## src/rtl/ppu_pkg.sv

```systemverilog
// Shared types and constants for the palette pixel upscaler.
// No dependencies; every other file of the block but ppu_ram imports it.
package ppu_pkg;

    // Source image side, in pixels
    localparam int SRC_SIDE      = 128;
    localparam int COLOR_ENTRIES = 144;
    localparam int PAL_ENTRIES   = 16;
    localparam int COLOR_ADDR_W  = $clog2(COLOR_ENTRIES);

    localparam logic [7:0] CI_MASK = 8'h8f;

    // Screen offsets per mode
    localparam logic [8:0] X_FIT    = 9'((320 - 240) / 2);
    localparam logic [8:0] X_NATIVE = 9'((320 - SRC_SIDE) / 2);
    localparam logic [7:0] Y_NATIVE = 8'((240 - SRC_SIDE) / 2);
    localparam logic [8:0] X_DOUBLE = 9'((320 - 2 * SRC_SIDE) / 2);
    // Rows kept in doubled mode
    localparam logic [6:0] CROP_LO  = 7'd4;
    localparam logic [7:0] CROP_HI  = 8'(SRC_SIDE - 4);

    typedef enum logic [1:0] {
        ACT_PIXEL   = 2'd0,
        ACT_PALETTE = 2'd1,
        ACT_COLOR   = 2'd2
    } t_action;

    typedef enum logic [1:0] {
        MODE_FIT    = 2'd0,
        MODE_FILL   = 2'd1,
        MODE_NATIVE = 2'd2,
        MODE_DOUBLE = 2'd3
    } t_mode;

    // One block of screen writes for one pixel
    typedef struct packed {
        logic [8:0]  x0;
        logic [1:0]  ncols;
        logic [7:0]  y0;
        logic [1:0]  nrows;
        logic [15:0] color;
    } t_desc;

endpackage

```

## src/rtl/palette_pixel_upscaler.sv

```systemverilog
// Palette pixel upscaler top level: front end, block queue and back end.
// Depends on ppu_pkg, ppu_front, ppu_queue, ppu_back.
//
// Input channel (i_in_valid / o_in_ready) takes pixel items and table loads.
// A palette-map load or colour-table load updates the table at the transfer
// and gives no output. A pixel item gives up to six screen writes on the
// output channel (o_out_valid / i_out_ready), row by row in ascending x,
// with o_last set on the final write of that pixel.
// One screen write per cycle leaves the back end while the receiver is ready;
// a pixel has up to six writes in fill mode, one in native mode. Loads and
// pixels without writes go in at one per cycle; the front end runs ahead
// through a four-deep block queue and stalls only when that queue is full.
// Scale mode is written through i_cfg_valid / o_cfg_ready; the user must
// write it only while idle, which the block itself does not enforce.
// Reset clears the palette map and sets fit mode; the colour table is not
// cleared and must be loaded before pixels use it. When the receiver stalls,
// the output register holds its write and the queue fills behind it.
module palette_pixel_upscaler (
    input  logic        i_clk,
    input  logic        i_rst_n,
    input  logic        i_cfg_valid,
    output logic        o_cfg_ready,
    input  logic [1:0]  i_cfg_scale_mode,
    input  logic        i_in_valid,
    output logic        o_in_ready,
    input  logic [1:0]  i_action,
    input  logic [6:0]  i_src_x,
    input  logic [6:0]  i_src_y,
    input  logic [3:0]  i_pixel_value,
    input  logic [7:0]  i_entry_index,
    input  logic [15:0] i_entry_value,
    output logic        o_out_valid,
    input  logic        i_out_ready,
    output logic [8:0]  o_screen_x,
    output logic [7:0]  o_screen_y,
    output logic [15:0] o_color,
    output logic        o_last
);
    import ppu_pkg::*;

    logic  fq_valid;
    logic  fq_ready;
    t_desc fq_desc;
    logic  qb_valid;
    logic  qb_pop;
    t_desc qb_desc;

    assign o_cfg_ready = 1'b1;

    ppu_front u_front (
        .i_clk            (i_clk),
        .i_rst_n          (i_rst_n),
        .i_cfg_valid      (i_cfg_valid),
        .i_cfg_scale_mode (i_cfg_scale_mode),
        .i_in_valid       (i_in_valid),
        .o_in_ready       (o_in_ready),
        .i_action         (i_action),
        .i_src_x          (i_src_x),
        .i_src_y          (i_src_y),
        .i_pixel_value    (i_pixel_value),
        .i_entry_index    (i_entry_index),
        .i_entry_value    (i_entry_value),
        .o_desc_valid     (fq_valid),
        .o_desc           (fq_desc),
        .i_desc_ready     (fq_ready)
    );

    ppu_queue #(
        .DEPTH (4)
    ) u_queue (
        .i_clk        (i_clk),
        .i_rst_n      (i_rst_n),
        .i_push_valid (fq_valid),
        .o_push_ready (fq_ready),
        .i_push_desc  (fq_desc),
        .o_pop_valid  (qb_valid),
        .i_pop        (qb_pop),
        .o_pop_desc   (qb_desc)
    );

    ppu_back u_back (
        .i_clk        (i_clk),
        .i_rst_n      (i_rst_n),
        .i_desc_valid (qb_valid),
        .i_desc       (qb_desc),
        .o_pop        (qb_pop),
        .o_out_valid  (o_out_valid),
        .i_out_ready  (i_out_ready),
        .o_screen_x   (o_screen_x),
        .o_screen_y   (o_screen_y),
        .o_color      (o_color),
        .o_last       (o_last)
    );

endmodule

```

## src/rtl/ppu_ram.sv

```systemverilog
// Generic simple dual-port RAM: one write port, one registered read port.
// No dependencies.
module ppu_ram #(
    parameter int WIDTH = 16,
    parameter int DEPTH = 144
) (
    input  logic                     i_clk,
    input  logic                     i_wr_en,
    input  logic [$clog2(DEPTH)-1:0] i_wr_addr,
    input  logic [WIDTH-1:0]         i_wr_data,
    input  logic                     i_rd_en,
    input  logic [$clog2(DEPTH)-1:0] i_rd_addr,
    output logic [WIDTH-1:0]         o_rd_data
);

    logic [WIDTH-1:0] r_mem [DEPTH];
    logic [WIDTH-1:0] r_rd_data;

    always_ff @(posedge i_clk) begin
        if (i_wr_en) begin
            r_mem[i_wr_addr] <= i_wr_data;
        end
        if (i_rd_en) begin
            r_rd_data <= r_mem[i_rd_addr];
        end
    end

    assign o_rd_data = r_rd_data;

endmodule

```

## src/rtl/ppu_front.sv

```systemverilog
// Front end: accepts items, applies table loads, looks up colours and works
// out the block of screen writes per pixel. Depends on ppu_pkg, ppu_ram.
module ppu_front (
    input  logic                  i_clk,
    input  logic                  i_rst_n,
    input  logic                  i_cfg_valid,
    input  logic [1:0]            i_cfg_scale_mode,
    input  logic                  i_in_valid,
    output logic                  o_in_ready,
    input  logic [1:0]            i_action,
    input  logic [6:0]            i_src_x,
    input  logic [6:0]            i_src_y,
    input  logic [3:0]            i_pixel_value,
    input  logic [7:0]            i_entry_index,
    input  logic [15:0]           i_entry_value,
    output logic                  o_desc_valid,
    output ppu_pkg::t_desc        o_desc,
    input  logic                  i_desc_ready
);
    import ppu_pkg::*;

    t_mode       r_mode;
    logic [7:0]  r_palette [PAL_ENTRIES];
    logic        r_s1_valid;
    logic [8:0]  r_s1_x0;
    logic [1:0]  r_s1_ncols;
    logic [7:0]  r_s1_y0;
    logic [1:0]  r_s1_nrows;

    logic        accept;
    logic        emits;
    logic        pal_wr;
    logic        col_wr;
    logic [7:0]  ci;
    logic [15:0] rd_color;
    logic [1:0]  rows;
    logic [7:0]  y_scaled;
    logic [10:0] x15;
    logic [9:0]  x5;
    logic [10:0] y15;
    logic [8:0]  n_x0;
    logic [1:0]  n_ncols;
    logic [7:0]  n_y0;
    logic [1:0]  n_nrows;

    // Stage 1 moves on whenever its slot is free or the queue takes it
    assign o_in_ready = !r_s1_valid || i_desc_ready;
    assign accept     = i_in_valid && o_in_ready;

    assign pal_wr = accept && (i_action == ACT_PALETTE)
                    && (i_entry_index < 8'(PAL_ENTRIES));
    assign col_wr = accept && (i_action == ACT_COLOR)
                    && (i_entry_index < 8'(COLOR_ENTRIES));

    assign ci = r_palette[i_pixel_value] & CI_MASK;

    ppu_ram #(
        .WIDTH (16),
        .DEPTH (COLOR_ENTRIES)
    ) u_color_ram (
        .i_clk     (i_clk),
        .i_wr_en   (col_wr),
        .i_wr_addr (i_entry_index[COLOR_ADDR_W-1:0]),
        .i_wr_data (i_entry_value),
        .i_rd_en   (o_in_ready),
        .i_rd_addr (ci[COLOR_ADDR_W-1:0]),
        .o_rd_data (rd_color)
    );

    always_comb begin
        x15      = 11'(i_src_x) * 11'd15;
        x5       = 10'(i_src_x) * 10'd5;
        y15      = 11'(i_src_y) * 11'd15;
        y_scaled = y15[10:3];
        rows     = (i_src_y[2:0] != 3'd0) ? 2'd2 : 2'd1;
        emits    = (i_action == ACT_PIXEL)
                   && (8'(i_src_x) < 8'(SRC_SIDE)) && (8'(i_src_y) < 8'(SRC_SIDE));
        case (r_mode)
            MODE_FIT: begin
                n_x0    = X_FIT + 9'(x15[10:3]);
                n_ncols = 2'd2;
                n_y0    = y_scaled;
                n_nrows = rows;
            end
            MODE_FILL: begin
                n_x0    = x5[9:1];
                n_ncols = 2'd3;
                n_y0    = y_scaled;
                n_nrows = rows;
            end
            MODE_NATIVE: begin
                n_x0    = X_NATIVE + 9'(i_src_x);
                n_ncols = 2'd1;
                n_y0    = Y_NATIVE + 8'(i_src_y);
                n_nrows = 2'd1;
            end
            default: begin
                n_x0    = X_DOUBLE + {1'b0, i_src_x, 1'b0};
                n_ncols = 2'd2;
                n_y0    = {i_src_y - CROP_LO, 1'b0};
                n_nrows = 2'd2;
                if (i_src_y < CROP_LO || 8'(i_src_y) >= CROP_HI) begin
                    emits = 1'b0;
                end
            end
        endcase
    end

    always_ff @(posedge i_clk) begin
        if (!i_rst_n) begin
            r_mode     <= MODE_FIT;
            r_s1_valid <= 1'b0;
            for (int i = 0; i < PAL_ENTRIES; i++) begin
                r_palette[i] <= 8'd0;
            end
        end else begin
            if (i_cfg_valid) begin
                r_mode <= t_mode'(i_cfg_scale_mode);
            end
            if (pal_wr) begin
                r_palette[i_entry_index[3:0]] <= i_entry_value[7:0];
            end
            if (o_in_ready) begin
                r_s1_valid <= accept && emits;
            end
        end
    end

    always_ff @(posedge i_clk) begin
        if (o_in_ready) begin
            r_s1_x0    <= n_x0;
            r_s1_ncols <= n_ncols;
            r_s1_y0    <= n_y0;
            r_s1_nrows <= n_nrows;
        end
    end

    // Colour comes from the RAM read register, loaded together with stage 1
    assign o_desc_valid = r_s1_valid;
    assign o_desc.x0    = r_s1_x0;
    assign o_desc.ncols = r_s1_ncols;
    assign o_desc.y0    = r_s1_y0;
    assign o_desc.nrows = r_s1_nrows;
    assign o_desc.color = rd_color;

endmodule

```

## src/rtl/ppu_queue.sv

```systemverilog
// Small FIFO of write blocks between front and back end.
// Depends on ppu_pkg.
module ppu_queue #(
    parameter int DEPTH = 4
) (
    input  logic           i_clk,
    input  logic           i_rst_n,
    input  logic           i_push_valid,
    output logic           o_push_ready,
    input  ppu_pkg::t_desc i_push_desc,
    output logic           o_pop_valid,
    input  logic           i_pop,
    output ppu_pkg::t_desc o_pop_desc
);
    import ppu_pkg::*;

    localparam int PTR_W = $clog2(DEPTH);
    localparam int CNT_W = $clog2(DEPTH + 1);

    t_desc            r_slot [DEPTH];
    logic [PTR_W-1:0] r_wr_ptr;
    logic [PTR_W-1:0] r_rd_ptr;
    logic [CNT_W-1:0] r_count;
    logic             push;
    logic             pop;

    assign o_push_ready = r_count != CNT_W'(DEPTH);
    assign o_pop_valid  = r_count != '0;
    assign push         = i_push_valid && o_push_ready;
    assign pop          = i_pop && o_pop_valid;
    assign o_pop_desc   = r_slot[r_rd_ptr];

    always_ff @(posedge i_clk) begin
        if (!i_rst_n) begin
            r_wr_ptr <= '0;
            r_rd_ptr <= '0;
            r_count  <= '0;
        end else begin
            if (push) begin
                r_wr_ptr <= (r_wr_ptr == PTR_W'(DEPTH - 1)) ? '0 : r_wr_ptr + 1'b1;
            end
            if (pop) begin
                r_rd_ptr <= (r_rd_ptr == PTR_W'(DEPTH - 1)) ? '0 : r_rd_ptr + 1'b1;
            end
            if (push && !pop) begin
                r_count <= r_count + 1'b1;
            end else if (pop && !push) begin
                r_count <= r_count - 1'b1;
            end
        end
    end

    always_ff @(posedge i_clk) begin
        if (push) begin
            r_slot[r_wr_ptr] <= i_push_desc;
        end
    end

endmodule

```

## src/rtl/ppu_back.sv

```systemverilog
// Back end: walks each write block row by row and drives the output register.
// Depends on ppu_pkg.
module ppu_back (
    input  logic           i_clk,
    input  logic           i_rst_n,
    input  logic           i_desc_valid,
    input  ppu_pkg::t_desc i_desc,
    output logic           o_pop,
    output logic           o_out_valid,
    input  logic           i_out_ready,
    output logic [8:0]     o_screen_x,
    output logic [7:0]     o_screen_y,
    output logic [15:0]    o_color,
    output logic           o_last
);
    import ppu_pkg::*;

    logic        r_busy;
    t_desc       r_cur;
    logic [1:0]  r_col;
    logic [1:0]  r_row;
    logic        r_o_valid;
    logic [8:0]  r_o_x;
    logic [7:0]  r_o_y;
    logic [15:0] r_o_color;
    logic        r_o_last;

    logic step;
    logic emit;
    logic col_end;
    logic cur_last;

    assign step     = !r_o_valid || i_out_ready;
    assign emit     = r_busy && step;
    assign col_end  = r_col == r_cur.ncols - 2'd1;
    assign cur_last = col_end && (r_row == r_cur.nrows - 2'd1);
    // Next block is loaded alongside the final write of the current one
    assign o_pop    = i_desc_valid && (!r_busy || (emit && cur_last));

    always_ff @(posedge i_clk) begin
        if (!i_rst_n) begin
            r_busy    <= 1'b0;
            r_o_valid <= 1'b0;
        end else begin
            if (o_pop) begin
                r_busy <= 1'b1;
            end else if (emit && cur_last) begin
                r_busy <= 1'b0;
            end
            if (step) begin
                r_o_valid <= emit;
            end
        end
    end

    always_ff @(posedge i_clk) begin
        if (o_pop) begin
            r_cur <= i_desc;
            r_col <= 2'd0;
            r_row <= 2'd0;
        end else if (emit) begin
            if (col_end) begin
                r_col <= 2'd0;
                r_row <= r_row + 2'd1;
            end else begin
                r_col <= r_col + 2'd1;
            end
        end
        if (emit) begin
            r_o_x     <= r_cur.x0 + 9'(r_col);
            r_o_y     <= r_cur.y0 + 8'(r_row);
            r_o_color <= r_cur.color;
            r_o_last  <= cur_last;
        end
    end

    assign o_out_valid = r_o_valid;
    assign o_screen_x  = r_o_x;
    assign o_screen_y  = r_o_y;
    assign o_color     = r_o_color;
    assign o_last      = r_o_last;

`ifndef ASSERT_OFF
    a_counters_in_block: assert property (@(posedge i_clk) disable iff (!i_rst_n)
        r_busy |-> (r_col < r_cur.ncols) && (r_row < r_cur.nrows))
        else $error("block counters past block size");

    a_block_not_empty: assert property (@(posedge i_clk) disable iff (!i_rst_n)
        o_pop |=> (r_cur.ncols != 2'd0) && (r_cur.nrows != 2'd0))
        else $error("empty write block loaded");

    a_open_block_busy: assert property (@(posedge i_clk) disable iff (!i_rst_n)
        (r_o_valid && !r_o_last) |-> r_busy)
        else $error("pixel writes cut short");
`endif

endmodule

```

## config.mk

```make
export PLATFORM = sky130hd
export DESIGN_NAME = palette_pixel_upscaler
export DESIGN_NICKNAME = d
export VERILOG_FILES = /design/src/rtl/ppu_pkg.sv /design/src/rtl/palette_pixel_upscaler.sv /design/src/rtl/ppu_ram.sv /design/src/rtl/ppu_front.sv /design/src/rtl/ppu_queue.sv /design/src/rtl/ppu_back.sv
export SDC_FILE = /design/constraint.sdc
export NUM_CORES = 1
export LEC_CHECK = 0
export ABC_AREA = 1
export BUFFER_PORTS_ARGS = -buffer_cell sky130_fd_sc_hd__buf_4
export CAP_MARGIN = 20
export CORE_MARGIN = 8
export CORE_UTILIZATION = 60
export DETAILED_ROUTE_END_ITERATION = 8
export GPL_ROUTABILITY_DRIVEN = 0
export MAX_ROUTING_LAYER = met4
export PLACE_DENSITY_LB_ADDON = 0.15
export SETUP_SLACK_MARGIN = 0.5
export SYNTH_ARGS = -nofsm -noshare
export SYNTH_HDL_FRONTEND = slang
export SYNTH_SLANG_ARGS = --single-unit
export TNS_END_PERCENT = 50
```

## constraint.sdc

```tcl
create_clock -name i_clk -period 8.1 [get_ports i_clk]
set_input_delay 1.215 -clock i_clk [delete_from_list [all_inputs] [get_ports i_clk]]
set_output_delay 1.215 -clock i_clk [all_outputs]
set_load 0.02 [all_outputs]
```

-- Word-level counts from Yosys, hierarchy flattened
Memories as Yosys holds them, arrays and structs flattened. A register that Yosys moved wholly into a read port is not among the register bits.
Index checks and enable logic that the tools add are counted.
- memory bits (writable): 2580
- output and inout bits: 37
- ROM bits: 0
- register bits after elaboration: 71
- latch bits: 0
- memories kept: 3
- bits of input ports: 51
- equality and inequality tests: 9
- div/mod/pow operators: 0
- add/sub/neg operators: 15
- shift-type cells: 0
- muxes and demuxes: 25
- $lt $le $gt $ge: 4
- bitwise operators: 0
- reduce and logical (&&, ||, !) cells: 33
- multipliers: 3
- memory list (memory ; words ; width ; rd ports ; clocked after Yosys merged registers in ; wr ports ; line ; source):
    u_front.u_color_ram.r_mem ; 144 ; 16 ; 1 ; 1 ; 1 ; ppu_ram.sv:16 ; logic [WIDTH-1:0] r_mem [DEPTH];
    u_queue.r_slot ; 4 ; 37 ; 1 ; 1 ; 1 ; ppu_queue.sv:20 ; t_desc r_slot [DEPTH];
    u_front.r_palette ; 16 ; 8 ; 1 ; 0 ; 16 ; ppu_front.sv:23 ; logic [7:0] r_palette [PAL_ENTRIES];
- operators with widths (cell ; number):
    $pmux 9 s3 ; 1
    $mul 7x4->11 const B ; 2
    $add 6x8->9 const A ; 2
    $pmux 8 s2 ; 1
    $logic_and 1x1->1 ; 14
    $mux 1 ; 13
    $mul 7x3->10 const B ; 1
    $add 9x2->9 ; 1
    $add 2x1->2 const B ; 4
    $add 6x7->8 const A ; 1
    $add 7x7->8 const A ; 1
    $add 8x2->8 ; 1
    $eq 2x2->1 const B ; 4
    $lt 8x5->1 const B ; 1
    $lt 8x8->1 const B ; 1
    $mux 2 ; 4
    $mux 8 ; 1
    $pmux 2 s2 ; 2
    $reduce_or 8->1 ; 1
    $ge 7x7->1 const B ; 1
    $lt 7x3->1 const B ; 1
    $sub 7x3->7 const B ; 1
    $mux 3 ; 2
    $reduce_bool 3->1 ; 2
    other kinds (14) ; 26

-- Depth between registers and ports, before layout
Gate-level depths: netlist of the first run.
- word-level depth: 10
- depth in mapped cells: 19

-- Hierarchy
A second synthesis of the first run with hierarchy kept.
- cells, all modules: 8947
- area, all modules: 109257.3 um^2
- by module, submodules not included (module ; cells an instance ; seq. area each (um^2) ; area an instance (um^2) ; instances):
    ppu_ram ; 7567 ; 69666.8 ; 93419.6 ; 1
    ppu_front ; 769 ; 3093.0 ; 7008.0 ; 1
    ppu_queue ; 428 ; 4624.4 ; 5978.2 ; 1
    ppu_back ; 181 ; 2252.2 ; 2840.2 ; 1
    palette_pixel_upscaler ; 2 ; 0.0 ; 11.3 ; 1

-- Least setup slack after synthesis of the first run
OpenSTA, ideal clock, no wires.
- path kind: in2reg
- start: in i_src_x[3]
- end: reg u_front.r_s1_x0[4] (data pin)
- stages: 15
- arrival time: 3875 ps
- setup slack: 3949 ps
- cells stage by stage: inv_1 > fa_1 > fa_1 > inv_1 > ha_1 > a21oi_1 > nand2_1 > nand2_1 > nand2_1 > nand2_1 > nand2_1 > xor2_1 > ha_1 > a221oi_1 > a22oi_1
- longest elaborated chain between the ends: 3
- elaborated cells between the ends (all ways): 6
- RTL lines (item ; line ; source):
    start, declared ; palette_pixel_upscaler.sv:27 ; input logic [6:0] i_src_x,
    $mul 7x4->11 ; ppu_front.sv:71 ; x15 = 11'(i_src_x) * 11'd15;
    $add 6x8->9 ; ppu_front.sv:80 ; n_x0 = X_FIT + 9'(x15[10:3]);
    $pmux 9 s3 * ; ppu_front.sv:78 ; case (r_mode)
    net u_front.n_x0[4] ; ppu_front.sv:41 ; logic [8:0] n_x0;
    end signal, assigned ; ppu_front.sv:131 ; r_s1_x0 <= n_x0;
    end, declared ; ppu_front.sv:25 ; logic [8:0] r_s1_x0;
Mark *: on every way through the listed nets, which the timed path passes. The rest lies on a longest branch.
A chain may end at the register's enable or synchronous reset.

-- Final worst setup path of the first run
- start: in i_pixel_value[0]
- end: reg u_front.u_color_ram.r_rd_data[10], in the netlist u_front.u_color_ram.o_rd_data[10] (read register of u_front.u_color_ram.r_mem) (data pin)
- longest elaborated chain between the ends: 1
- RTL lines (item ; line ; source):
    start, declared ; palette_pixel_upscaler.sv:29 ; input logic [3:0] i_pixel_value,
    $mem_v2 16x8 ; n/a ;
    end, declared ; ppu_ram.sv:17 ; logic [WIDTH-1:0] r_rd_data;
Every way passes these cells.

==> results of run 1 <==
logic make-up after synthesis:
group	share of synthesized area
AOI/OAI and AO/OA	0.03183
xor gates and xnor gates	0.005696
adders and majority gates	0.03600
buffers and inverters	0.05820
DFF	0.6708
other	0.00009755
and+or+nand+nor	0.1974
power breakdown:
| part | leakage [nW] | total (mW) | internal [mW] | switching [mW] |
|---|---|---|---|---|
| logic | 7.19 | 1.79 | 0.564 | 1.23 |
| clock network | 1.43 | 4.13 | 2.46 | 1.67 |
| registers | 7.98 | 5.56 | 5.38 | 0.183 |
| total | 16.6 | 11.5 | 8.40 | 3.08 |
metal layers:
metal / wire (µm) / vias up
met4: 3170 / 0
met5: 0 / -
met1: 37060 / 12480
met3: 8119 / 236
met2: 44720 / 1191
li1: - / 11790
flip-flops by register name (all words and copies together) (netlist names):
signal,cells
u_back.o_screen_y,8
u_queue.r_rd_ptr,2
u_back.r_busy,1
u_back.r_col,2
u_back.o_color,16
u_back.r_cur,37
u_front.r_palette,80
u_back.o_last,1
u_queue.r_wr_ptr,2
u_front.r_s1_nrows,2
u_queue.r_slot,148
u_front.u_color_ram.o_rd_data,16
u_back.o_screen_x,9
u_front.r_s1_x0,9
u_front.u_color_ram.r_mem,512
u_back.o_out_valid,1
u_front.r_s1_y0,8
u_queue.r_count,3
u_front.o_desc_valid,1
u_front.r_s1_ncols,2
u_back.r_row,2
u_front.r_mode,2
cell usage in the layout, fill, tap and decap left out, drive strengths merged, types with 2 or more instances in the layout:
master / count
edfxtp: 848
nand2: 693
nand3: 541
inv: 346
nor2: 239
nand3b: 162
buf: 144
clkbuf: 112
o21ai: 99
ha: 69
a21oi: 53
o22ai: 38
clkinv: 30
fa: 26
xor2: 16
dfxtp: 16
bufinv: 12
xnor2: 9
nand4: 8
o211ai: 6
or2: 6
clkinvlp: 6
a22oi: 4
a221oi: 4
nor3b: 3
or3: 2
a21o: 2
nor3: 2
a32oi: 2
o31ai: 2
layout make-up:
| class | count | area [µm²] | share of cell area |
|---|---|---|---|
| clock inverter | 50 | 570.5 | 0.01336 |
| inverter | 344 | 1297 | 0.03039 |
| timing repair buffer | 144 | 1119 | 0.02620 |
| multi-input combinational | 1997 | 10480 | 0.2456 |
| tap | 846 | 1059 | 0.02479 |
| sequential | 864 | 25790 | 0.6040 |
| clock buffer | 112 | 2376 | 0.05566 |
how the worst max path moves through the flow:
stage	end	startpoint
after global placement	u_front.u_color_ram.o_rd_data[10]	i_pixel_value[0]
final	u_front.u_color_ram.o_rd_data[10]	i_pixel_value[0]
after global routing	u_front.u_color_ram.o_rd_data[10]	i_pixel_value[0]
after floorplan	u_front.r_s1_x0[4]	i_src_x[3]
after detailed placement	u_front.u_color_ram.o_rd_data[10]	i_pixel_value[0]
after CTS	u_front.u_color_ram.o_rd_data[10]	i_pixel_value[0]
worst max-delay path, stage by stage:
cell and delay (ns):
buf_4 0.23, inv_2 0.48, nand2_1 0.11, nand2_1 0.09
nand2_1 0.05, nand3_1 0.11, nand3_4 0.56, nand2_4 1.01
buf_4 0.62, nand2_1 0.13, nand3_1 0.11, nand3_1 0.08
nand3_1 0.11, nand2_1 0.08, nand2_1 0.16, nand2_1 0.08
metrics by stage:
stage	hold slack, ns	util
after floorplan	0.4003	-
after global placement	0.4016	0.6286
after detailed placement	0.4045	0.6286
after CTS	0.4180	0.6752
after global routing	0.4219	0.6755
final	0.4178	0.6755
==> run_results.csv, run 1 <==
group,metric,value,unit
clock_tree,clk_latency,0.64,ns
clock_tree,cts_tree,"yes",
sta,finalSetupViolations,0,
route,viasPerCell,5.897,
synthesis,yosys.area.top_type,"edfxtp_1",
power_and_ir_drop,p_total,11.48,mW
route,num_vias,25690,
grt,grt_pass1_vias,25000,
sta,hold_viol,0,
finish,nets,3585,
power_and_ir_drop,p_per_area,269.0,mW/mm²
finish,diodes,0,
synthesis,ys_seq_area_frac,0.6708,
clock_tree,h-tree-depth,3,
route,drt-total-wl,93.06,mm
placement,dp_slack,2.525,ns
worst_setup_path,cp-end-kind,"flop",
run_status,status,"completed",
clock_tree,clk_pin_slew,0.06,ns
synthesis,ys_warn_count,0,
grt,grt_overflow,0,
worst_setup_path,rr_startpoint,"u_front.r_palette[9][0]",
worst_setup_path,crit_arrival,5.33,ns
placement,numPortBuffers,86,
grt,use_met2,0.4138,
finish,fin_area,0.04269,mm²
clock_tree,cts_made_buffers,88,
synthesis,synthMostInstantiatedCell,"edfxtp_1",
sta,slew_viol_final,0,
synthesis,synth_common_cells,"edfxtp_1 (848), nand2_1 (691), nand3_1 (539)",
route,drt_iter0_drc,3021,
clock_tree,cts.path.max_buffers,3,
floorplan,die-area,0.07242,mm²
finish,layoutNonFillerInstCount,4357,
route,drc_errors,0,
sta,fin_crit,4.950,ns
worst_setup_path,crit_fanout,86,
floorplan,fp-row-count,92,
synthesis,synthesis.area,0.03844,mm²
worst_setup_path,crit_type,"input pin to flop",
synthesis,synth_top_area_frac,0.6624,
placement,dpl.cell_count,4194,
grt,antenna_found_initial,1,
worst_hold_path,worstHoldEndpoint,"u_back.o_color[1]",
sta,relSlewSlack,0.2499,
route,ant_nets,0,
synthesis,ys_ff_latch,864,
grt,grt_max_degree,204,
grt,gr-usage-met3,0.04780,
sta,clock.fmax,202.0,MHz
power_and_ir_drop,p_leak,16.61,nW
clock_tree,cts_sinks,864,
synthesis,synth_cell_types,45,
floorplan,start_util,0.6083,
worst_hold_path,hold_path_class,"flop to flop",
floorplan,die_y,269.1,µm
flow_run,drv_cap,0,
finish,syn2layout_area_growth,11.06,%
grt,grt_pass1_wl,142.9,mm
worst_setup_path,worstPathRequired,8.48,ns
synthesis,synth_ff_type,"edfxtp_1",
worst_setup_path,r2r_slack,4.16,ns
worst_hold_path,whs_path_depth,0,
floorplan,core,0.06320,mm²
synthesis,synth_edf_count,848,
grt,grt_usage,0.2577,
synthesis,avgSynthCellArea,11.34,µm²
power_and_ir_drop,ir_drop,0.0002062,V
floorplan,die_x,269.1,µm
worst_setup_path,worst_setup_path_start_kind,"input pin",
worst_setup_path,r2r-end,"u_front.u_color_ram.o_rd_data[10]",
clock_tree,cts_resized,0,
route,dr.pass1.iters,8,
clock_tree,postCtsHoldBufs,0,
placement,hpwlAfterDp,53.94,mm
grt,grt_busiest_layer,"met2",
grt,use_met1,0.3306,
finish,layout-drive-gt1-share,0.08545,
sta,post-route-period-util,0.6112,
sta,fin_ws,3.150,ns
worst_hold_path,hp-start,"u_back.r_cur[1]",
clock_tree,postCtsSetupBuffers,0,
route,wl_per_cell,21.36,µm
synthesis,synthTopCellsByArea,"edfxtp_1 (66%), nand3_1 (7.0%), nand2_1 (6.7%), inv_1 (3.3%), nand3b_1 (3.2%)",
synthesis,syn_inst,3391,
worst_setup_path,r2r_cells,14,
floorplan,pin_count,88,
sta,rsz0062_at_grt,"no",
finish,num-fill-cells,4519,
synthesis,synthArstFlopShare,0,
clock_tree,ctsRootBufferMaster,"clkbuf_16",
sta,timing.setup.tns,0,ns
sta,worstMarginPinSlew,1.118,ns
placement,placed_cell_area,0.03972,mm²
sta,finClkSkew,0.01974,ns
synthesis,syn_nets,3537,
Note: power is estimated with default switching activity, not from simulation.
==> run 2, diff against run 1 <==
--- a/config.mk
+++ b/config.mk
@@ -9,7 +9,7 @@
 export BUFFER_PORTS_ARGS = -buffer_cell sky130_fd_sc_hd__buf_4
 export CAP_MARGIN = 20
 export CORE_MARGIN = 8
-export CORE_UTILIZATION = 60
+export CORE_UTILIZATION = 57
 export DETAILED_ROUTE_END_ITERATION = 8
 export GPL_ROUTABILITY_DRIVEN = 0
 export MAX_ROUTING_LAYER = met4
==> constraint.sdc (replaced) <==
create_clock -name i_clk -period 4.4 [get_ports i_clk]
set_input_delay 0.66 -clock i_clk [delete_from_list [all_inputs] [get_ports i_clk]]
set_output_delay 0.66 -clock i_clk [all_outputs]
set_load 0.02 [all_outputs]
==> run_results.csv, run 2 (synthesis results as in run 1) <==
group,metric,value,unit
run_status,status,"completed",
route,drt-total-wl,91.45,mm
finish,reg.largest.list,"u_front.u_color_ram.r_mem x512, u_queue.r_slot x148, u_front.r_palette x80",
grt,grt_pass1_wl,140.9,mm
placement,numPortBuffers,86,
clock_tree,clk_pin_slew,0.06,ns
worst_setup_path,path_common_cell,"nand2_1",
sta,rsz0062_at_grt,"no",
sta,fin_ws,1.018,ns
power_and_ir_drop,p_clk_frac,0.356,
sta,finalSetupViolations,0,
power_and_ir_drop,p_sw,5.682,mW
clock_tree,cts_made_buffers,89,
clock_tree,cts_sinks,864,
worst_setup_path,cp-end-kind,"flop",
sta,slew_viol_final,0,
worst_setup_path,crit_fanout,5,
power_and_ir_drop,ir_drop,0.0003513,V
sta,worstMarginPinSlew,1.074,ns
power_and_ir_drop,cellInternalPower,15.45,mW
clock_tree,h-tree-depth,3,
finish,syn2layout_area_growth,11.76,%
route,dr.pass1.iters,6,
floorplan,core,0.06692,mm²
grt,antenna_found_initial,1,
clock_tree,cts_resized,0,
route,num_vias,25490,
flow_run,drv_cap,0,
worst_setup_path,crit_path_top_delay_cell,"fa_1",
worst_setup_path,cp_cell_sequence,"buf_4 -> inv_1 -> fa_1 -> fa_1 -> inv_1 -> ha_1 -> a21oi_1 -> nand2_1 -> nand2_1 -> nand2_1 -> nand2_1 -> nand2_1 -> xor2_1 -> ha_1 -> a221oi_1 -> a22oi_1",
sta,relSlewSlack,0.2799,
route,drc_errors,0,
sta,finClkSkew,0.03195,ns
grt,grt_usage,0.2467,
finish,layout-drive-gt1-share,0.08546,
clock_tree,cts.path.max_buffers,3,
worst_setup_path,crit_type,"input pin to flop",
finish,largest_register_ffs,512,
route,drt_iter0_drc,2411,
grt,grt_max_degree,128,
floorplan,start_util,0.5744,
power_and_ir_drop,combPwrFrac,0.162,
placement,hpwlAfterDp,53.47,mm
sta,clock.fmax,295.7,MHz
clock_tree,ctsRootBufferMaster,"clkbuf_16",
route,ant_nets,0,
worst_setup_path,crit_arrival,3.73,ns
power_and_ir_drop,power_frac_seq,0.482,
route,met1_length,38.37,mm
sta,hold_viol,0,
worst_setup_path,crit_family,"adder cells",
power_and_ir_drop,swShare,0.2689,
grt,grt_overflow,0,
clock_tree,postCtsSetupBuffers,0,
route,dr_wl_met3,7.166,mm
clock_tree,clk_latency,0.65,ns
sta,fin_crit,3.382,ns
power_and_ir_drop,p_per_area,491.8,mW/mm²
worst_hold_path,hold_path_class,"input pin to flop",
floorplan,die_x,275.7,µm
worst_setup_path,critPathBufInv,3,
finish,num-fill-cells,4963,
floorplan,die_y,275.7,µm
floorplan,fp-row-count,95,
floorplan,pin_count,88,
floorplan,die-area,0.07601,mm²
power_and_ir_drop,p_leak,16.71,nW
route,viasPerCell,5.796,
sta,timing.setup.tns,0,ns
worst_setup_path,worst_setup_path_start_kind,"input pin",
placement,dp_slack,0.3898,ns
finish,layout_common_cells,"edfxtp_1 (848), nand2_1 (689), nand3_1 (539)",
worst_setup_path,worstPathRequired,4.75,ns
clock_tree,postCtsHoldBufs,0,
finish,max_flop_register,"u_front.u_color_ram.r_mem",
clock_tree,cts_tree,"yes",
finish,nets,3600,
grt,grt_pass1_vias,24640,
worst_setup_path,max_stage_delay,0.51,ns
sta,post-route-period-util,0.7686,
route,wl_met2,43.03,mm
route,highest_layer,"met4",
finish,final_common_cell,"edfxtp_1",
route,wl_per_cell,20.80,µm
run 2: area by class of cell:
class                           instances  area [µm²]  share of cell area
Inverter                              344        1294             0.03011
Timing Repair Buffer                  158        1386             0.03227
Multi-Input combinational cell       1997       10480              0.2440
Clock inverter                         48       540.5             0.01258
Sequential cell                       864       25790              0.6002
Antenna cell                            2       5.005           0.0001165
Tap cell                              873        1092             0.02543
Clock buffer                          111        2372             0.05522
run 2: stage by stage:
step / cell area (µm²) / power, mW / utilization / hold WS (ns) / instances
4_1_cts: 42950 / 21.25 / 0.6419 / 0.2976 / 4395
3_5_place_dp: 40040 / 13.77 / 0.5984 / 0.4045 / 4236
6_report: 42960 / 21.13 / 0.6420 / 0.3242 / 4397
5_1_grt: 42960 / 21.98 / 0.6419 / 0.3094 / 4396
3_3_place_gp: 40020 / 13.60 / 0.5981 / 0.4014 / 4235
2_1_floorplan: 38440 / 12.49 / - / 0.4003 / 3391
run 2: power by group through the flow:
stage | combinational (mW) | sequential, mW | clock, mW
2_1_floorplan | 2.06 | 10.4 | 0
3_3_place_gp | 3.28 | 10.3 | 0
3_5_place_dp | 3.40 | 10.4 | 0
4_1_cts | 3.42 | 10.2 | 7.63
5_1_grt | 3.78 | 10.3 | 7.95
6_report | 3.42 | 10.2 | 7.52
run 2: per-layer routing:
metal / GRT usage / vias to the layer above
met2: 0.3869 / 1085
li1: - / 11800
met5: - / -
met1: 0.3303 / 12410
met3: 0.04183 / 193
met4: 0.07887 / 0
run 2: tightest hold or removal path: cells and delay by family:
family	cells	cell delay, ns
buffers and inverters	2	0.15
AO/OA/AOI/OAI	1	0.11
run 2: path summary, 6_finish.rpt:
path | startpoint | endpoint | slack, ns | cells past startpoint
setup / recovery | i_src_x[3] | u_front.r_s1_x0[4] | 1.02 | 16
hold / removal | i_cfg_valid | u_front.r_mode[1] | 0.32 | 3
setup reg to reg | u_back.r_col[1] | u_back.r_cur[9] | 1.60 | 10
hold reg to reg | u_back.r_cur[11] | u_back.o_color[11] | 0.42 | 0
